**src/rtl/nsh_pkg.sv**
```systemverilog
package nsh_pkg;

    localparam int MAX_MASK_DIM    = 128;
    localparam int TEXEL_COUNT     = 16384;
    localparam int COORD_FRAC_BITS = 4;
    localparam int ADDR_W          = $clog2(TEXEL_COUNT);
    localparam int COL_W           = $clog2(MAX_MASK_DIM);
    localparam int Q_BITS          = 7;
    localparam int DEN_W           = 15;
    localparam int NUM_W           = DEN_W + Q_BITS;
    localparam int MID_DEPTH       = 4;
    localparam int OUT_DEPTH       = 16;
    localparam int HALF_PIX        = (1 << COORD_FRAC_BITS) >> 1;

    localparam logic OP_LOAD  = 1'b0;
    localparam logic OP_QUERY = 1'b1;

    localparam logic [1:0] ST_SAMPLED = 2'd0;
    localparam logic [1:0] ST_NO_MASK = 2'd1;
    localparam logic [1:0] ST_EDGES   = 2'd2;

    localparam logic [2:0] CFG_LEFT   = 3'd0;
    localparam logic [2:0] CFG_TOP    = 3'd1;
    localparam logic [2:0] CFG_RIGHT  = 3'd2;
    localparam logic [2:0] CFG_BOTTOM = 3'd3;
    localparam logic [2:0] CFG_MASK_W = 3'd4;
    localparam logic [2:0] CFG_MASK_H = 3'd5;
    localparam logic [2:0] CFG_CHAN   = 3'd6;
    localparam logic [2:0] CFG_THRESH = 3'd7;

    typedef struct packed {
        logic               opcode;
        logic [13:0]        texel_index;
        logic [31:0]        texel_rgba;
        logic signed [15:0] point_x;
        logic signed [15:0] point_y;
        logic signed [15:0] corner_x;
        logic signed [15:0] corner_y;
        logic [14:0]        sprite_width;
        logic [14:0]        sprite_height;
    } t_in;

    typedef struct packed {
        logic       hit;
        logic [1:0] status;
        logic [6:0] sample_column;
        logic [6:0] sample_row;
    } t_out;

    typedef struct packed {
        logic [7:0]        left_edge;
        logic [7:0]        top_edge;
        logic [7:0]        right_edge;
        logic [7:0]        bottom_edge;
        logic [7:0]        mask_width;
        logic [7:0]        mask_height;
        logic [1:0]        channel_select;
        logic signed [8:0] threshold;
    } t_cfg;

    typedef struct packed {
        logic              direct;
        logic [8:0]        val;
        logic [NUM_W-1:0]  num;
        logic [DEN_W-1:0]  den;
        logic [Q_BITS-1:0] quo;
    } t_axis;

    typedef struct packed {
        logic              opcode;
        logic [ADDR_W-1:0] addr;
        logic [31:0]       data;
        logic [1:0]        status;
        t_axis             ax;
        t_axis             ay;
    } t_job;

endpackage

```
**src/rtl/nsh_front.sv**
```systemverilog
module nsh_front (
    input  logic          i_clk,
    input  logic          i_rst_n,
    input  nsh_pkg::t_cfg i_cfg,
    input  logic          i_push,
    input  nsh_pkg::t_in  i_item,
    output logic          o_full,
    output logic          o_job_valid,
    output nsh_pkg::t_job o_job,
    input  logic          i_job_ready
);

    function automatic logic [14:0] clamp_c(input logic signed [15:0] pt,
                                            input logic signed [15:0] corner,
                                            input logic [14:0] size);
        logic signed [17:0] v;
        v = 18'(pt) - 18'(nsh_pkg::HALF_PIX) - 18'(corner);
        if (v < 0) begin
            return 15'd0;
        end else if (v > $signed({3'b000, size})) begin
            return size;
        end
        return v[14:0];
    endfunction

    function automatic nsh_pkg::t_axis map_axis(input logic [14:0] c,
                                                input logic [14:0] size,
                                                input logic [7:0] lo,
                                                input logic [7:0] hi,
                                                input logic [7:0] mdim);
        nsh_pkg::t_axis     a;
        logic [16:0]        lo_f;
        logic [16:0]        hi_f;
        logic signed [17:0] lim;
        logic [14:0]        t;
        logic [7:0]         md;
        logic [22:0]        prod;
        a      = '0;
        lo_f   = 17'(lo) << nsh_pkg::COORD_FRAC_BITS;
        hi_f   = 17'(hi) << nsh_pkg::COORD_FRAC_BITS;
        lim    = $signed({3'b000, size}) - $signed({1'b0, hi_f});
        t      = 15'((size - c) >> nsh_pkg::COORD_FRAC_BITS);
        md     = mdim - lo - hi;
        prod   = 23'(17'(c) - lo_f) * 23'(md);
        a.direct = 1'b1;
        if (17'(c) < lo_f) begin
            a.val = 9'(c >> nsh_pkg::COORD_FRAC_BITS);
        end else if ($signed({3'b000, c}) >= lim) begin
            a.val = (t > 15'(mdim)) ? 9'd0 : 9'(mdim) - 9'(t);
        end else if (9'(mdim) == 9'(lo) + 9'(hi)) begin
            a.val = 9'(lo);
        end else begin
            a.direct = 1'b0;
            a.val    = 9'(lo);
            a.num    = prod[nsh_pkg::NUM_W-1:0];
            a.den    = nsh_pkg::DEN_W'(17'(size) - lo_f - hi_f);
        end
        return a;
    endfunction

    logic          r1_v;
    nsh_pkg::t_in  r1_item;
    logic [14:0]   r1_cx;
    logic [14:0]   r1_cy;
    logic          r2_v;
    nsh_pkg::t_job r2_job;
    logic          adv1;
    logic          adv2;
    nsh_pkg::t_job n_job;

    assign adv2   = !r2_v || i_job_ready;
    assign adv1   = !r1_v || adv2;
    assign o_full = !adv1;

    always_comb begin
        n_job        = '0;
        n_job.opcode = r1_item.opcode;
        n_job.addr   = r1_item.texel_index;
        n_job.data   = r1_item.texel_rgba;
        if (i_cfg.mask_width == 8'd0 || i_cfg.mask_height == 8'd0) begin
            n_job.status = nsh_pkg::ST_NO_MASK;
        end else if (9'(i_cfg.left_edge) + 9'(i_cfg.right_edge) > 9'(i_cfg.mask_width) ||
                     9'(i_cfg.top_edge) + 9'(i_cfg.bottom_edge) > 9'(i_cfg.mask_height)) begin
            n_job.status = nsh_pkg::ST_EDGES;
        end else begin
            n_job.status = nsh_pkg::ST_SAMPLED;
        end
        n_job.ax = map_axis(r1_cx, r1_item.sprite_width, i_cfg.left_edge,
                            i_cfg.right_edge, i_cfg.mask_width);
        n_job.ay = map_axis(r1_cy, r1_item.sprite_height, i_cfg.top_edge,
                            i_cfg.bottom_edge, i_cfg.mask_height);
    end

    always_ff @(posedge i_clk) begin
        if (!i_rst_n) begin
            r1_v <= 1'b0;
            r2_v <= 1'b0;
        end else begin
            if (adv1) begin
                r1_v <= i_push;
            end
            if (adv2) begin
                r2_v <= r1_v;
            end
        end
    end

    always_ff @(posedge i_clk) begin
        if (adv1) begin
            r1_item <= i_item;
            r1_cx   <= clamp_c(i_item.point_x, i_item.corner_x, i_item.sprite_width);
            r1_cy   <= clamp_c(i_item.point_y, i_item.corner_y, i_item.sprite_height);
        end
        if (adv2) begin
            r2_job <= n_job;
        end
    end

    assign o_job_valid = r2_v;
    assign o_job       = r2_job;

endmodule

```
**config.mk**
```make
export PLATFORM = sky130hd
export DESIGN_NAME = nsh_front
export DESIGN_NICKNAME = d
export VERILOG_FILES = /design/src/rtl/nsh_pkg.sv /design/src/rtl/nsh_front.sv
export SDC_FILE = /design/constraint.sdc
export NUM_CORES = 1
export LEC_CHECK = 0
export BUFFER_PORTS_ARGS = -buffer_cell sky130_fd_sc_hd__buf_2
export CORE_ASPECT_RATIO = 0.8
export CORE_MARGIN = 2
export CORE_UTILIZATION = 35
export CTS_CLUSTER_SIZE = 20
export DETAILED_ROUTE_END_ITERATION = 10
export PLACE_DENSITY_LB_ADDON = 0.08
export SLEW_MARGIN = 20
export SYNTH_ARGS = -nofsm -noshare
export SYNTH_HDL_FRONTEND = slang
export SYNTH_SLANG_ARGS = --single-unit
```
**constraint.sdc**
```tcl
create_clock -name i_clk -period 18 [get_ports i_clk]
set_input_delay 2.7 -clock i_clk [delete_from_list [all_inputs] [get_ports i_clk]]
set_output_delay 2.7 -clock i_clk [all_outputs]
set_load 0.01 [all_outputs]
```
# Word-level counts from Yosys, hierarchy flattened
# Cells that the tools add are included.
# word_totals
ff_bits,252
in_bits,204
# classes
add_sub_neg,22
multipliers,2
order_cmp,12
eq_ne,2
n_mux,21
n_reduce_logical,13
# ops
op,n
$mux 15,6
$sub 15x12->16,4
$mux 9,6
$mul 16x9->22,2
$gt 18x16->1,2
$lt 18x1->1 const B,2
$sub 17x16->18,2
$sub 16x5->17 const B,2
$ge 16x16->1,2
$sub 8x8->8,4
$lt 15x12->1,2
$sub 15x12->15,2
$sub 15x13->15,2
$sub 15x15->15,2
$gt 11x8->1,2
$add 8x8->9,2
$eq 8x9->1,2
$gt 9x8->1,2
$sub 8x9->9,2
$logic_not 8->1,2
$mux 1,8
$reduce_or 3->1,2
$logic_or 1x1->1,4
$reduce_or 2->1,2
other kinds (2),4

# Longest topological paths before layout
# Gate-level depths: netlist (run 1).
# depth
word_depth,7
depth_mapped,31
mapped_depth_nobuf,30

# Worst setup path before layout (run 1)
# OpenSTA, ideal clock, no wires.
# synth_timing
kind,input port to flip-flop
from,in i_cfg[27] in the netlist's numbering
to,"reg r2_job, in the netlist o_job[43], data pin"
setup_ns,0.258
arrival_time_ns,8.832
setup_slack_ns,8.910
cell_stages,28
path_cell_list,inv_1 > fa_1 > ha_1 > a21o_1 > a21oi_1 > o21bai_1 > a2111oi_0 > o31a_1 > or2_1 > clkbuf_1 > clkbuf_1 > nor2_1 > ha_1 > fa_1 > fa_1 > inv_1 > fa_1 > inv_1 > ha_1 > a21o_1 > a21o_1 > a21oi_1 > o31ai_1 > o21ai_1 > a22oi_1 > a31oi_1 > xnor2_1 > nor2b_1
# synth_between
elab_chain_cells,3
word_cells_on_any_way,7
# synth_lines
item,line_no,rtl
from (decl),nsh_front.sv:4,"input nsh_pkg::t_cfg i_cfg,"
"parallel branches: the longest is 3 deep, another holds $mul 16x9->22",n/a,
to (signal assigned),nsh_front.sv:115,r2_job <= n_job;
to (decl),nsh_front.sv:66,nsh_pkg::t_job r2_job;
# Parallel ways; which one is timed is not known.
# A chain may end at the register's enable or synchronous reset.

# Worst setup path in the final report (run 1)
# layout_timing
from,in i_cfg[28] in the netlist's numbering
to,"reg r2_job, in the netlist o_job[43], data pin"
# Same word-level chain as after synthesis.

==> impl_metrics.env, run 1 <==
export IMPL_fin_hold_ws_ns=0.415
export IMPL_dr_pass1_iters=5
export IMPL_dp_hpwl_mm=63.3
export IMPL_path_clk_slew_ns=0.06
export IMPL_cts_resized_gates=0
export IMPL_finalCritPeriodShare_pct=54.6
export IMPL_instances_no_fill=4173
export IMPL_synth_xor_xnor_area_share_pct=5.69
export IMPL_layout_nets=3941
export IMPL_ios=363
export IMPL_final_common_cell="inv_1"
export IMPL_viasPerCell=4.75
export IMPL_core_area_mm2=0.0769
export IMPL_slowest_stage="a2111oi_0"
export IMPL_synth_compound_area_share_pct=10.1
export IMPL_drt_initial_drc_count=1144
export IMPL_slew_headroom_pct=27.2
export IMPL_dp_cells=4113
export IMPL_synth_edf_count=250
export IMPL_wl_mm=75.5
export IMPL_die_x_um=315
export IMPL_synth_seq_cells=252
export IMPL_rsz0062_at_grt="false"
export IMPL_syn_to_final_growth_pct=14.5
export IMPL_cts_hold_fix_buffers=0
export IMPL_max_freq_mhz=102
export IMPL_post_cts_setup_buffers=0
export IMPL_multiInputGateArea_mm2=0.0173
export IMPL_drtAntennaViolNets=0
export IMPL_outcome="finished, final reports clean"
export IMPL_hold_viol_final=0
export IMPL_synth_ff_type="edfxtp_1"
export IMPL_vias=19800
export IMPL_tightest_slew_ns=1.09
export IMPL_drc=0
export IMPL_cp_end_kind="register"
export IMPL_hold_path_class="reg2reg"
export IMPL_clockBufferDepth=3
export IMPL_start_util_pct=35.3
export IMPL_layout_common_cells="inv_1 (551), ha_1 (388), buf_2 (337)"
export IMPL_synth_seq_area_share_pct=27.8
export IMPL_yosys_area_share_simple_pct=11.8
export IMPL_synth_top_family_by_area="adder cells"
export IMPL_die_area_mm2=0.0797
export IMPL_overflow=0
export IMPL_first_global_vias=20000
export IMPL_syn_inst=2770
export IMPL_fillers=7747
export IMPL_synth_adder_area_share_pct=34.6
export IMPL_cts_buffers=31
export IMPL_port_buffers=337
export IMPL_ys_warn_count=0
export IMPL_drive_gt1_share_pct=13.9
export IMPL_max_stage_delay_ns=0.77
export IMPL_crit_type="in2reg"
export IMPL_worstPathRequired_ns=18.33
export IMPL_cts_num_sinks=252
export IMPL_die_h_um=253
export IMPL_grt_pass1_wl_mm=116
export IMPL_regArea_mm2=0.00755
export IMPL_h_tree_depth=1
export IMPL_synthArstFlopShare_pct=0
export IMPL_fin_skew_ns=0.0135
export IMPL_cpMostUsedCell="inv_1"
export IMPL_syn_cell_area_mm2=0.0271
export IMPL_setup_violations=0
export IMPL_fin_setup_tns_ns=0
export IMPL_fin_crit_ns=9.83
export IMPL_arrival_ns=10.16
export IMPL_cts_root_buf="clkbuf_16"
export IMPL_startpoint_type="input pin"
export IMPL_wl_per_cell_um=18.1
export IMPL_synthMuxAreaShare_pct=1.25
export IMPL_avgSynthCellArea_um2=9.79
export IMPL_crit_fanout=14
export IMPL_rows=91
export IMPL_tritoncts="built"
export IMPL_insertion_delay_ns=0.59
export IMPL_grt_max_degree=77
export IMPL_grtUsageTotal_pct=18.8
export IMPL_synth_cell_types=81
export IMPL_finalMaxSlewViolations=0
export IMPL_antenna_found_initial=2
export IMPL_gp_congestion=0.879
export IMPL_maxCapViolations=0
==> kinds of logic after synthesis <==
kind of cell	count (synthesis)
buf+inv	607
other cells	1
fa+ha+maj	614
compound gates	411
mux	32
simple gates	680
xor+xnor	173
flops	252
==> final timing paths <==
| check | startpoint | endpoint | slack [ns] | cells past startpoint |
|---|---|---|---|---|
| worst max-delay path | i_cfg[28] | o_job[43]$_SDFFCE_PP0P_ | 8.17 | 28 |
| worst min-delay path | n_job[144]$_DFFE_PN_ | o_job[144]$_DFFE_PP_ | 0.42 | 0 |
| worst max register to register | r1_cy[4]$_DFFE_PN_ | o_job[43]$_SDFFCE_PP0P_ | 10.41 | 30 |
| worst min register to register | n_job[144]$_DFFE_PN_ | o_job[144]$_DFFE_PP_ | 0.42 | 0 |
==> stage by stage <==
stage / instance area (µm²) / util, % / setup WS, ns
floorplan: 27200 / - / 8.91
global placement: 30000 / 39.1 / 7.66
detailed placement: 30000 / 39.1 / 7.60
CTS: 31000 / 40.4 / 8.19
global route: 31000 / 40.4 / 7.71
finish: 31000 / 40.4 / 8.17
==> worst max-delay path, delay by kind of cell <==
kind | cells | cell delay, ns
AOI/OAI and AO/OA | 10 | 3.19
and+or+nand+nor | 3 | 0.72
buffers and inverters | 7 | 0.63
adders and majority gates | 7 | 2.79
xor gates and xnor gates | 1 | 0.07
==> layout make-up <==
class	count	area share [%]
clock inverters	22	0.629
well taps	1023	4.12
clock buffers	36	2.59
repair buffers	358	5.94
inverters	556	6.74
flip-flops and latches	252	24.3
multi-input cells	1924	55.6
diodes	2	0.0161
==> flip-flops by register name, summed over array words and instances, names as in the netlist <==
name / count
o_job: 143
r1_item: 30
n_job: 47
r1_cx: 15
r1_cy: 15
o_job_valid: 1
r1_v: 1
==> layer usage <==
metal | global-route usage, % | vias up | wire length, µm
met5 | 0 | - | 0
met4 | 2.52 | 0 | 932
met3 | 3.37 | 51 | 4740
met2 | 27.3 | 482 | 30400
met1 | 29.4 | 9487 | 39400
li1 | - | 9807 | -
==> Yosys cell counts, types with 29 or more instances <==
| cell type | instances | area (µm²) |
|---|---|---|
| inv_1 | 552 | 2070 |
| ha_1 | 388 | 4850 |
| nor2_1 | 265 | 995 |
| edfxtp_1 | 250 | 7510 |
| fa_1 | 226 | 4520 |
| nand2_1 | 139 | 522 |
| xnor2_1 | 113 | 990 |
| a21oi_1 | 107 | 536 |
| nand2b_1 | 70 | 438 |
| a21o_1 | 58 | 435 |
| xor2_1 | 58 | 508 |
| o21ai_1 | 57 | 285 |
| nor3_1 | 46 | 230 |
| o21a_1 | 45 | 338 |
| nor2b_1 | 38 | 238 |
| clkbuf_1 | 29 | 109 |
Power of run 1 is left out: the tool's default activity adds up to more than one toggle a clock period on the data nets, which glitch-free logic cannot reach.
==> run 2, diff against run 1 <==
Clock period 18 ns to 8.4 ns, I/O delays scaled along.
==> impl_metrics.env, run 2 (synthesis gave the netlist of run 1 again) <==
export IMPL_outcome="finished, final reports clean"
export IMPL_fin_crit_ns=7.87
export IMPL_slew_headroom_pct=27.8
export IMPL_crit_fanout=9
export IMPL_first_global_vias=20300
export IMPL_finalMaxSlewViolations=0
export IMPL_cts_resized_gates=0
export IMPL_insertion_delay_ns=0.61
export IMPL_viasPerCell=4.79
export IMPL_finalCritPeriodShare_pct=93.6
export IMPL_overflow=0
export IMPL_maxCapViolations=0
export IMPL_antenna_found_initial=3
export IMPL_largest_reg_flops=143
export IMPL_fin_skew_ns=0.0311
export IMPL_clockBufferDepth=3
export IMPL_h_tree_depth=1
export IMPL_grt_pass1_wl_mm=117
export IMPL_rsz0062_at_grt="false"
export IMPL_crit_type="in2reg"
export IMPL_path_clk_slew_ns=0.06
export IMPL_gp_congestion=0.905
export IMPL_drc=0
export IMPL_core_area_mm2=0.0769
export IMPL_fin_hold_ws_ns=0.417
export IMPL_grtUsageTotal_pct=18.9
export IMPL_cp_end_kind="register"
export IMPL_die_x_um=315
export IMPL_tritoncts="built"
export IMPL_startpoint_type="input pin"
export IMPL_hold_viol_final=0
export IMPL_arrival_ns=8.20
export IMPL_layout_common_cells="inv_1 (551), ha_1 (388), buf_2 (337)"
export IMPL_worstPathRequired_ns=8.74
export IMPL_wl_mm=76.1
export IMPL_setup_violations=0
export IMPL_syn_to_final_growth_pct=15.5
export IMPL_die_h_um=253
export IMPL_cts_num_sinks=252
export IMPL_fin_setup_tns_ns=0
export IMPL_layout_nets=3971
export IMPL_design_area_mm2=0.0313
export IMPL_dr_pass1_iters=5
export IMPL_drt_initial_drc_count=1159
export IMPL_start_util_pct=35.3
export IMPL_final_common_cell="inv_1"
export IMPL_grt_max_degree=81
export IMPL_ios=363
export IMPL_max_freq_mhz=127
export IMPL_holdPathStages=0
export IMPL_rows=91
export IMPL_cts_buffers=30
export IMPL_cts_hold_fix_buffers=0
export IMPL_dp_hpwl_mm=64.0
export IMPL_drive_gt1_share_pct=14.6
export IMPL_vias=20100
export IMPL_cts_root_buf="clkbuf_16"
export IMPL_hold_path_class="reg2reg"
export IMPL_reg2regPathDepth=30
export IMPL_tightest_slew_ns=1.08
export IMPL_post_cts_setup_buffers=0
export IMPL_port_buffers=337
export IMPL_drtAntennaViolNets=0
export IMPL_wl_per_cell_um=18.1
export IMPL_die_area_mm2=0.0797
export IMPL_placed_area_mm2=0.0303
## run 2: changes by cell type in the layout (fill, tap and decap cells not counted)
cell,change
clkinv_8,+1
clkbuf_8,+3
buf_12,+1
diode_2,-1
buf_4,+30
clkinv_4,-3
bufinv_16,+2
clkbuf_16,-1
clkinv_2,-6
clkinv_1,+1
## run 2: metrics by stage
| step | worst slack, ns | std cells | util (%) |
|---|---|---|---|
| finish | 0.534 | 4200 | 40.7 |
| global route | 0.221 | 4200 | 40.7 |
| CTS | 0.676 | 4199 | 40.7 |
| detailed placement | 0.0565 | 4144 | 39.4 |
| floorplan | 0.750 | 2783 | - |
| global placement | 0.148 | 4144 | 39.4 |
## run 2: path summary, 6_finish.rpt
| kind | start | slack (ns) | end |
|---|---|---|---|
| worst min-delay path | n_job[122]$_DFFE_PN_ | 0.42 | o_job[122]$_DFFE_PP_ |
| worst max-delay path | i_cfg[27] | 0.53 | o_job[43]$_SDFFCE_PP0P_ |
| worst min register to register | n_job[122]$_DFFE_PN_ | 0.42 | o_job[122]$_DFFE_PP_ |
| worst max register to register | r1_cy[4]$_DFFE_PN_ | 1.12 | o_job[43]$_SDFFCE_PP0P_ |
## run 2: routing by layer
| metal | GRT usage, % | wire length (µm) | vias to the layer above |
|---|---|---|---|
| li1 | - | - | 9850 |
| met1 | 29.3 | 39700 | 9707 |
| met2 | 27.5 | 30400 | 492 |
| met3 | 3.46 | 4700 | 67 |
| met4 | 3.31 | 1290 | 0 |
| met5 | 0 | 0 | - |
## run 2: layout make-up
type,count,area (µm²)
Multi-Input combinational cell,1924,17300
Sequential cell,252,7550
Fill cell,7737,45500
Clock inverter,17,219
Timing Repair Buffer,389,2090
Antenna cell,1,2.50
Clock buffer,38,821
Inverter,556,2090
Tap cell,1023,1280
## run 2: critical path: stages
cell	delay (ns)
buf_2	0.18
inv_1	0.13
fa_1	0.45
ha_1	0.33
a21o_1	0.20
a21oi_1	0.20
o21bai_1	0.08
a2111oi_0	0.63
o31a_1	0.28
or2_1	0.42
nor2_1	0.08
ha_1	0.32
fa_1	0.52
fa_1	0.54
inv_1	0.05
fa_1	0.52
inv_1	0.04
ha_1	0.33
and3_1	0.24
and3_1	0.19
a21oi_1	0.10
o31ai_1	0.10
o21ai_1	0.37
a22oi_1	0.19
a31oi_1	0.23
xnor2_1	0.07
nor2b_1	0.12
Power of run 2 is left out for the same reason.
