File: src/rtl/nsh_pkg.sv
package nsh_pkg;

    localparam int MAX_MASK_DIM    = 128;
    localparam int TEXEL_COUNT     = 16384;
    localparam int COORD_FRAC_BITS = 4;
    localparam int ADDR_W          = $clog2(TEXEL_COUNT);
    localparam int COL_W           = $clog2(MAX_MASK_DIM);
    localparam int Q_BITS          = 7;
    localparam int DEN_W           = 15;
    localparam int NUM_W           = DEN_W + Q_BITS;
    localparam int MID_DEPTH       = 4;
    localparam int OUT_DEPTH       = 16;
    localparam int HALF_PIX        = (1 << COORD_FRAC_BITS) >> 1;

    localparam logic OP_LOAD  = 1'b0;
    localparam logic OP_QUERY = 1'b1;

    localparam logic [1:0] ST_SAMPLED = 2'd0;
    localparam logic [1:0] ST_NO_MASK = 2'd1;
    localparam logic [1:0] ST_EDGES   = 2'd2;

    localparam logic [2:0] CFG_LEFT   = 3'd0;
    localparam logic [2:0] CFG_TOP    = 3'd1;
    localparam logic [2:0] CFG_RIGHT  = 3'd2;
    localparam logic [2:0] CFG_BOTTOM = 3'd3;
    localparam logic [2:0] CFG_MASK_W = 3'd4;
    localparam logic [2:0] CFG_MASK_H = 3'd5;
    localparam logic [2:0] CFG_CHAN   = 3'd6;
    localparam logic [2:0] CFG_THRESH = 3'd7;

    typedef struct packed {
        logic               opcode;
        logic [13:0]        texel_index;
        logic [31:0]        texel_rgba;
        logic signed [15:0] point_x;
        logic signed [15:0] point_y;
        logic signed [15:0] corner_x;
        logic signed [15:0] corner_y;
        logic [14:0]        sprite_width;
        logic [14:0]        sprite_height;
    } t_in;

    typedef struct packed {
        logic       hit;
        logic [1:0] status;
        logic [6:0] sample_column;
        logic [6:0] sample_row;
    } t_out;

    typedef struct packed {
        logic [7:0]        left_edge;
        logic [7:0]        top_edge;
        logic [7:0]        right_edge;
        logic [7:0]        bottom_edge;
        logic [7:0]        mask_width;
        logic [7:0]        mask_height;
        logic [1:0]        channel_select;
        logic signed [8:0] threshold;
    } t_cfg;

    typedef struct packed {
        logic              direct;
        logic [8:0]        val;
        logic [NUM_W-1:0]  num;
        logic [DEN_W-1:0]  den;
        logic [Q_BITS-1:0] quo;
    } t_axis;

    typedef struct packed {
        logic              opcode;
        logic [ADDR_W-1:0] addr;
        logic [31:0]       data;
        logic [1:0]        status;
        t_axis             ax;
        t_axis             ay;
    } t_job;

endpackage

File: src/rtl/nsh_mid_q.sv
module nsh_mid_q (
    input  logic          i_clk,
    input  logic          i_rst_n,
    input  logic          i_wr,
    input  nsh_pkg::t_job i_job,
    output logic          o_ready,
    output logic          o_valid,
    output nsh_pkg::t_job o_job,
    input  logic          i_rd
);

    localparam int PW = $clog2(nsh_pkg::MID_DEPTH);

    nsh_pkg::t_job r_mem [nsh_pkg::MID_DEPTH];
    logic [PW-1:0] r_wp;
    logic [PW-1:0] r_rp;
    logic [PW:0]   r_cnt;
    logic          wr_ok;
    logic          rd_ok;

    assign o_ready = r_cnt != (PW+1)'(nsh_pkg::MID_DEPTH);
    assign o_valid = r_cnt != '0;
    assign wr_ok   = i_wr && o_ready;
    assign rd_ok   = i_rd && o_valid;
    assign o_job   = r_mem[r_rp];

    always_ff @(posedge i_clk) begin
        if (!i_rst_n) begin
            r_wp  <= '0;
            r_rp  <= '0;
            r_cnt <= '0;
        end else begin
            if (wr_ok) begin
                r_wp <= r_wp + 1'b1;
            end
            if (rd_ok) begin
                r_rp <= r_rp + 1'b1;
            end
            r_cnt <= r_cnt + (PW+1)'(wr_ok) - (PW+1)'(rd_ok);
        end
    end

    always_ff @(posedge i_clk) begin
        if (wr_ok) begin
            r_mem[r_wp] <= i_job;
        end
    end

endmodule

File: config.mk
export PLATFORM = sky130hd
export DESIGN_NAME = nsh_mid_q
export DESIGN_NICKNAME = d
export VERILOG_FILES = /design/src/rtl/nsh_pkg.sv /design/src/rtl/nsh_mid_q.sv
export SDC_FILE = /design/constraint.sdc
export NUM_CORES = 1
export LEC_CHECK = 0
export BUFFER_PORTS_ARGS = -buffer_cell sky130_fd_sc_hd__clkbuf_2
export CAP_MARGIN = 20
export CORE_AREA = 2 2 245 247
export DETAILED_ROUTE_END_ITERATION = 16
export DIE_AREA = 0 0 247 249
export HOLD_SLACK_MARGIN = 0.12
export MAX_ROUTING_LAYER = met4
export SLEW_MARGIN = 15
export SYNTH_ARGS = -nofsm -noshare
export SYNTH_HDL_FRONTEND = slang
export SYNTH_SLANG_ARGS = --single-unit
export TNS_END_PERCENT = 50
File: constraint.sdc
create_clock -name i_clk -period 5.52 [get_ports i_clk]
set_input_delay 0.828 -clock i_clk [delete_from_list [all_inputs] [get_ports i_clk]]
set_output_delay 0.828 -clock i_clk [all_outputs]
set_load 0.005 [all_outputs]
After elaboration in Yosys (flattened, before gate mapping)
Memory sizes are Yosys's and may differ from the RTL's. A register that Yosys moved wholly into a read port is not among the register bits.
Index checks and enable logic that the tools add are counted.
{"block": "op_classes", "n_addsub": 4, "mul": 0, "n_div": 0, "magnitude_cmp": 0, "n_eq_ne": 1, "shifts": 0, "n_mux": 4, "bitwise": 0, "n_reduce_logical": 3}
{"operator": "$add 2x1->2 const B", "count": 2}
{"operator": "$mux 2", "count": 2}
{"operator": "$add 3x1->3", "count": 1}
{"operator": "$ne 3x3->1 const B", "count": 1}
{"operator": "$reduce_bool 3->1", "count": 1}
{"operator": "$sub 3x1->3", "count": 1}
{"operator": "$logic_and 1x1->1", "count": 2}
{"operator": "$mux 1", "count": 2}
{"block": "totals", "ff_bits": 7, "latchBits": 0, "ram_bits": 628, "rom_bits": 0, "inputBits": 161, "out_inout_bits": 159, "wordCells": 16, "memories": 1}
{"name": "r_mem", "words": 4, "width": 157, "rd": 1, "rd_ports_with_merged_regs": 1, "wr": 1, "line": "nsh_mid_q.sv:14", "rtl": "nsh_pkg::t_job r_mem [nsh_pkg::MID_DEPTH];"}

Logic depth before layout (Yosys ltp)
Gate-level depths: netlist (run 1).
{"block": "logic_depth", "depth_word": 4, "ltp_mapped": 11, "depth_no_buf": 11}

Worst setup path after synthesis (run 1)
No wires, ideal clock.
{"block": "synth_timing", "path_type": "input -> register", "start": "input i_wr", "end": "memory r_mem[1][0] in the netlist's numbering (enable)", "setup_time_ns": 0.536, "arrival_time_ns": 4.850, "required_time_ns": 4.984, "path_slack_ns": 0.134, "cell_stages": 2, "n_path_buf": 0, "cell_sequence": "a21boi_1 and2_1"}
{"block": "synth_via", "elab_chain_len": 3}
{"element": "from (decl)", "line": "nsh_mid_q.sv:4", "rtl": "input logic i_wr,"}
{"element": "$logic_and 1x1->1", "line": "nsh_mid_q.sv:23", "rtl": "assign wr_ok = i_wr && o_ready;"}
{"element": "$mux 1", "line": "nsh_mid_q.sv:44", "rtl": "if (wr_ok) begin"}
{"element": "$mux 1 (not written as such)", "line": "nsh_mid_q.sv:45", "rtl": "r_mem[r_wp] <= i_job;"}
{"element": "to (decl)", "line": "nsh_mid_q.sv:14"}
Every way passes these cells.

==> run metrics, run 1 <==
DRT iter0 DRCs ~610; min-delay src i_job[29]; largest net degree at the start of global routing 86; Synth Register Bits 637; DR DRC count 0; status finished clean; Worst Slack Setup Final about 2.0 ns; Slew HR between 30% and 40%; worst path required time between 4 and 5 ns; die extent in x 247 um; complex-gate fraction of the synthesized area less than 1%; layout cells sized above 1 45.9%; I/O pin cnt 320; Die Height 249 um; Setup crit end kind output pin; main combinational cell family by area after synthesis multiplexers; flop2flop setup slack 2.70 ns; Place WS ~2.3 ns; TritonRoute pass-1 iters 5; Setup crit end o_job[121]; H-tree levels 3; Fin. Hold Viols 0; Post CTS Setup Buffer Count 0; post-route design area 27,800 sq um; Synth-to-Final Area Change 19.5%; Netlist Area Pre-Place 23,200 sq um; RSZ-0062 raised after global routing no; Post-Synth Simple-Gate Area 0.393%; critical path class reg -> out; total gr overflow 0; Slew Viols, Final 0; initial core utilization 39.6%; full die area 61,500 sq um; total of max-cap violations 0; Synth Warn # 0; Post-CTS Resized 0; adder-cell share of the synthesized area 0.409%; Clock Latency Late Sink 0.60 ns; CTS tree built; vias per cell 5.00; Net Count, Synth 1,036; first-pass GRT wire length 67,400 um; reg2reg start r_cnt[1]; Avg Inst Size Synth 26.8 sq um; Nets 1,405; fmax roughly 0.28 GHz; Total GRT Usage between 10% and 20%; clock skew 0.0204 ns; CTS Buf Count 67; vias post-DR 10,300; min Tclk post-route about 3.6 ns; Seq/Total Area, Yosys 81.9%; final core occ 47.3%; PortBufs 319; DP HPWL 26,600 um; crit start category flop; r2r endpoint r_mem[0][33]; power density cells 459 nW/um^2; cts hold-fix bufs 0; Core Area 58,700 sq um; Area after DPL approximately 26,000 sq um; WL/cell 21.8 um; vias in the first global route 11,100; final wirelength 45,000 um; Synth cell types 22; CP Max Fanout 78; XOR/XNOR Fraction of Synth Area 0.151%; clock root buffer master clkbuf_16; CTS max path bufs 3; CTS clk-pin slew, worst paths 0.06 ns; post-route ant nets 0; Arrival @ worst endpoint 2.74 ns; initial antenna violation count 6; Hold/Removal Path Class in -> reg; endpoints failing setup 0; Final period util 64.7%; Num Clock Sinks 637; Leakage 0.00924 uW; r2r worst-path depth 4; setup_tns 0 ns; FP Rows 89; routability congestion estimate 0.743; cell count after synthesis about 870; mux cell area share after synthesis 15.3%; worst slew pin tran 1.01 ns; maximum VDD drop between 0.2 and 0.3 mV
[cell usage after synthesis, drive strengths merged]
cell type	n	share of area (%)
ha	6	0.32
clkbuf	2	0.032
dfxtp	9	0.78
mux2i	2	0.086
nor2	1	0.016
o31a	1	0.038
buf	34	1.6
inv	5	0.081
nand2	5	0.081
and2	7	0.19
fa	1	0.086
edfxtp	628	81
or3	1	0.027
o311ai	1	0.038
nor2b	3	0.081
a21boi	1	0.032
xnor2	4	0.15
mux4	157	15
[registers in the layout, summed over array words and instances (netlist names), named ones only]
signal / count
r_mem: 628
r_cnt: 3
r_rp: 2
r_wp: 2
[critical path, cell delays in order (launching register included)]
cell	delay (ns)
dfxtp_4	0.69
buf_12	0.51
mux4_2	0.62
clkbuf_2	0.13
[through the flow]
step           total power (uW)  hold slack [ns]  std cells
6_report                  12700            0.445       2068
2_1_floorplan              7780            0.468        868
3_3_place_gp               8670            0.488       1941
3_5_place_dp               8700            0.503       1941
4_1_cts                   13000            0.398       2062
5_1_grt                   13300            0.418       2068
[power breakdown]
part	internal (uW)	switching, uW
Combinational	1230	1230
Sequential	5860	176
Clock	2430	1810
[layer usage]
| layer | part of all wire, % | up-vias | GRT usage, % |
|---|---|---|---|
| met5 | 0 | - | - |
| met4 | 1.8 | 0 | 4.87 |
| met3 | 8.2 | 59 | 4.92 |
| met2 | 49 | 287 | 23.4 |
| met1 | 41 | 5464 | 19.1 |
| li1 | - | 4527 | - |
[layout by cell type, fill, tap and decap left out]
cell and count:
edfxtp_1 628, dfxtp_4 2, clkinv_8 3, and2_1 3, dfxtp_1 7, nand2_1 5
or3_1 1, clkbuf_16 68, clkinv_1 15, nor2b_1 3, mux2i_1 2, mux4_2 157
nor2_1 1, buf_12 7, clkinv_2 12, fa_1 1, inv_16 3, clkinvlp_4 4
diode_2 6, and2_4 4, inv_1 5, xnor2_1 4, buf_4 10, ha_1 6
o31a_1 1, bufinv_16 3, a21boi_1 1, clkbuf_1 13, o311ai_0 1, clkbuf_2 319
[cell families after synthesis]
group	after synthesis
DFF	637
muxes	159
buffers and inverters	41
and+or+nand+nor	17
adders and majority gates	7
xor gates and xnor gates	4
AOI/OAI and AO/OA	3
[how the worst min path moves through the flow]
stage               slack (ns)  depth (start not counted)            end
floorplan                 0.47                          2        r_wp[1]
detailed placement        0.50                          2        r_wp[1]
CTS                       0.40                          1  r_mem[0][135]
finish                    0.45                          1   r_mem[3][29]
global placement          0.49                          2        r_wp[1]
global route              0.42                          1   r_mem[2][64]
[area by class of cell]
type	count	area [sq um]
Clock buffer	81	1750
Clock inverter	40	345
Sequential cell	637	19000
Multi-Input combinational cell	190	3810
Inverter	5	18.8
Timing Repair Buffer	336	1810
Antenna cell	6	15.0
Tap cell	773	967
Fill cell	4823	30900
Power figures use the tool's default switching activity.
==> inputs of run 2 (changes only) <==
Clock period 5.52 ns to 2.9 ns, I/O delays scaled along.
==> run 2 against run 1 <==
Effect of this change:
- flip-flop and latch count did not move
- sequential power rose by 89%
- design area rose by 8.2%
- highest routed layer unchanged
- register-to-register slack got worse by 2.1 ns
- sequential share of layout area fell by 5.2 points
- largest cell class unchanged
- via count rose by 6.8%
- clock skew rose by 0.0026 ns
- final cell count rose by 9.5%
- count of clock-buffer cells in the layout rose by 5
- power rose by 97%
- worst hold slack got worse by 0.24 ns
- combinational power rose by 120%
==> run metrics, run 2 (same netlist as run 1, synthesis figures left out) <==
fmax 0.374 GHz; Crit path largest cell delay 0.51 ns; family with the most delay on the worst path buffers and inverters; vias per cell 4.88; H-tree levels 3; Layout fillers around 4,600; DP HPWL roughly 30,000 um; max FFs per register 628; crit path buf inv count 3; full die area 61,500 sq um; initial antenna violation count 3; Num Clock Sinks 637; status finished clean; FP Rows 89; Total GRT Usage 16.3%; DRT iter0 DRCs 630; CTS tree built; total of max-cap violations 0; min-delay src i_rst_n; CTS Buf Count 67; CP Max Fanout 18; setup_tns 0 ns; I/O pin cnt 320; power density cells about 840 nW/um^2; min Tclk post-route around 2.7 ns; slowest cell on the critical path dfxtp_4; Post-CTS Resized 0; worst path required time roughly 2.5 ns; critical path class reg -> out; routability congestion estimate 0.749; Setup crit end kind output pin; vias in the first global route 12,400; Slew Viols, Final 0; RSZ-0062 raised after global routing no; layout cells sized above 1 between 40 and 50%; initial core utilization around 40%; largest net degree at the start of global routing 57; PortBufs 319; crit start category flop; CTS clk-pin slew, worst paths 0.05 ns; total gr overflow 0; die extent in x 247 um; post-route ant nets 0; Post CTS Setup Buffer Count 0; maximum VDD drop 0.572 mV; reg2reg start r_cnt[1]; Largest Register r_mem; Final period util 92.3%; Slew HR 61.1%; clock skew ~0.023 ns; Die Height between 200 and 250 um; Nets 1,607; Arrival @ worst endpoint 2.24 ns; top flop regs r_mem (628), r_cnt (3); TritonRoute pass-1 iters 4; Synth-to-Final Area Change 29.3%; Fin. Hold Viols 0; Final Non-Filler Cells 2,265; CTS max path bufs 3; CP Cell Sequence buf_12 -> buf_4 -> mux4_2 -> clkbuf_2; Core Area 58,700 sq um; first-pass GRT wire length 73,000 um; worst slew pin tran 0.584 ns; commonest non-fill, non-tap cells in the layout edfxtp_1 (628), clkbuf_2 (319), mux4_2 (157), dlygate4sd3_1 (157), clkbuf_16 (70); Leakage 0.0103 uW; dpl cells 1,986; WL/cell 21.0 um; Clock Latency Late Sink 0.59 ns; final core occ 51.2%; endpoints failing setup 0; most common cell after layout, fill and taps aside edfxtp_1; vias post-DR 11,000; clock root buffer master clkbuf_16; Hold/Removal Path Class in -> reg; final wirelength 47,500 um; DR DRC count 0
## run 2: cell types whose count changed in the layout (fill, tap and decap cells not counted), moves of 4 or more
cell           delta
buf_12           +25
buf_4            +20
clkinv_1          -4
clkinv_2          -6
clkinv_4          +4
dlygate4sd3_1   +157
## run 2: timing repair
action / 4_1_cts / 5_1_grt
setup endpoints to repair: 0 / 0
hold endpoints to repair: 628 / 0
hold buffers: 157 / 0
## run 2: worst register-to-register path, stage by stage, from the launching register on
cell,delay (ns)
dfxtp_1,0.44
nor2_1,0.10
a21boi_1,0.19
inv_1,0.07
ha_1,0.29
inv_1,0.06
ha_1,0.14
inv_1,0.05
fa_1,0.40
xnor2_1,0.14
xnor2_1,0.12
and2_1,0.15
## run 2: power breakdown
part	switching, uW	total (uW)	internal, uW
combinational	2580	5420	2840
sequential	259	11400	11100
clock	3360	8330	4970
total	6200	25100	18900
## run 2: final timing paths
path,to,slack [ns],cells after the start
min,r_wp[1],0.21,3
min reg2reg,r_wp[1],0.50,2
max reg2reg,r_cnt[2],0.62,11
max,o_job[116],0.22,4
## run 2: metal layers
layer  share of wire (%)  vias to the layer above  global-route usage, %
met5                   0                        -                      -
met4                 1.6                        0                   4.53
met3                 6.9                       48                   4.71
met2                  51                      269                   26.4
met1                  41                     5808                   19.9
li1                    -                     4917                      -
## run 2: final cells by class
cell class	instances	area (sq um)	share of cell area (%)
Timing Repair Buffer	538	4030	13.4
Antenna cell	4	10.0	0.0333
Tap cell	773	967	3.22
Clock inverter	32	352	1.17
Multi-Input combinational cell	190	3810	12.7
Sequential cell	637	19000	63.4
Clock buffer	86	1810	6.03
Inverter	5	18.8	0.0625
## run 2: stage by stage
stage	setup slack [ns]	cell area [sq um]	power, uW	hold WS, ns
after floorplan	-0.419	23200	14700	0.468
after global placement	0.680	26300	16900	0.483
after detailed placement	0.606	26300	17000	0.498
after CTS	0.123	30000	25600	0.169
after global routing	0.0814	30000	26300	0.212
final	0.223	30100	25100	0.209
==> inputs of run 3 (changes only) <==
==> constraint.sdc (replaced) <==
create_clock -name i_clk -period 2.9 [get_ports i_clk]
set_input_delay 0.145 -clock i_clk [delete_from_list [all_inputs] [get_ports i_clk]]
set_output_delay 0.145 -clock i_clk [all_outputs]
set_load 0.005 [all_outputs]
==> run 3 against run 2 <==
Effect of this change:
- maximum frequency up 3.5%
- clock power down 2%
- clock skew down 0.0078 ns
- register-to-register slack worse by 0.11 ns
- flip-flop and latch count unchanged
- first-iteration DRC count up 10%
- global-route usage down 0.66 points
- design area down 1.5%
- critical path type unchanged
- largest cell class unchanged
- largest power group unchanged
==> run metrics, run 3 (same netlist as run 1, synthesis figures left out) <==
Final period util 89.2%; critical path class reg -> out; FP Rows 89; clock skew 0.0152 ns; Sequential Area 19,000 sq um; Setup crit end kind output pin; routability congestion estimate 0.718; DR DRC count 0; initial core utilization 39.6%; Worst Slack Setup Final 0.313 ns; Post-CTS Resized 0; endpoints failing setup 0; DP HPWL 27,100 um; layout cells sized above 1 about two fifths; Synth-to-Final Area Change 27.4%; die extent in x ~250 um; Place WS 0.493 ns; Leakage 0.0100 uW; final wirelength 45,800 um; post-route design area 29,600 sq um; total gr overflow 0; setup_tns 0 ns; fmax 0.387 GHz; Hold/Removal Path Class in -> reg; min Tclk post-route around 2.6 ns; final core occ 50.5%; CTS clk-pin slew, worst paths about 0.060 ns; Die Height 249 um; worst slew pin tran around 0.7 ns; top flop regs r_mem (628), r_cnt (3); commonest non-fill, non-tap cells in the layout edfxtp_1 (628), clkbuf_2 (319), dlygate4sd3_1 (161); status finished clean; Final Power 24,700 uW; vias in the first global route 12,300; Largest Register r_mem; DRT iter0 DRCs about 700; most common cell after layout, fill and taps aside edfxtp_1; Num Clock Sinks ~640; I/O pin cnt 320; Layout fillers 4,658; Area after DPL about 26,000 sq um; CTS max path bufs 3; vias post-DR 11,000; initial antenna violation count 5; TritonRoute pass-1 iters 5; total of max-cap violations 0; area of the multi-input gates roughly 3800 sq um; power density cells 836 nW/um^2; post-route ant nets 0; worst path required time 2.76 ns; CTS tree built; full die area 61,500 sq um; WL/cell 20.5 um; RSZ-0062 raised after global routing no; Slew Viols, Final 0; largest net degree at the start of global routing between 80 and 90; first-pass GRT wire length 70,600 um; Arrival @ worst endpoint 2.44 ns; max FFs per register 628; maximum VDD drop 0.562 mV; Total GRT Usage 15.6%; Clock Latency Late Sink 0.57 ns; CTS Buf Count 68; crit start category flop; clock root buffer master clkbuf_16; Nets 1,579; Slew HR 53.4%; CP Max Fanout 24; Core Area between 50,000 and 60,000 sq um; Fin. Hold Viols 0; PortBufs 319; H-tree levels 3; vias per cell 4.92
## run 3: path summary, 6_finish.rpt
check	endpoint	cells past startpoint	startpoint	slack, ns
min reg2reg	r_wp[1]	2	r_wp[1]	0.51
max reg2reg	r_cnt[2]	12	r_cnt[1]	0.51
max	o_job[2]	3	flop	0.31
min	r_mem[3][71]	2	i_job[71]	0.33
## run 3: final cells by class
type	count	area share [%]
flip-flops and latches	637	64.3
multi-input cells	190	12.9
repair buffers	509	12.3
clock buffers	92	6.27
well taps	773	3.27
clock inverters	26	0.875
inverters	5	0.0634
diodes	4	0.0338
## run 3: what timing repair did
action	4_1_cts	5_1_grt
hold buffers	161	0
endpoints found under the hold margin	637	0
buffers inserted	0	0
## run 3: worst max-delay path: stages (launching register included)
cell and delay (ns):
dfxtp_4 0.73, buf_4 0.42, mux4_2 0.56, clkbuf_2 0.14
## run 3: power by group
group	internal [uW]	switching [uW]
logic	2640	2470
registers	11100	290
clock network	4920	3280
total	18700	6040
## run 3: metal layers
metal | wire length [um] | track usage, % | share of wire (%) | vias up
li1 | - | - | - | 4873
met3 | 3270 | 4.64 | 7.2 | 65
met4 | 784 | 3.96 | 1.7 | 0
met1 | 18800 | 19.2 | 41 | 5787
met5 | 0 | - | 0 | -
met2 | 22900 | 25.3 | 50 | 285
## run 3: metrics by stage
| step | hold WS (ns) | cells |
|---|---|---|
| 2_1_floorplan | 0.244 | 868 |
| 3_3_place_gp | 0.359 | 1953 |
| 3_5_place_dp | 0.366 | 1953 |
| 4_1_cts | 0.278 | 2232 |
| 5_1_grt | 0.296 | 2236 |
| 6_report | 0.329 | 2236 |
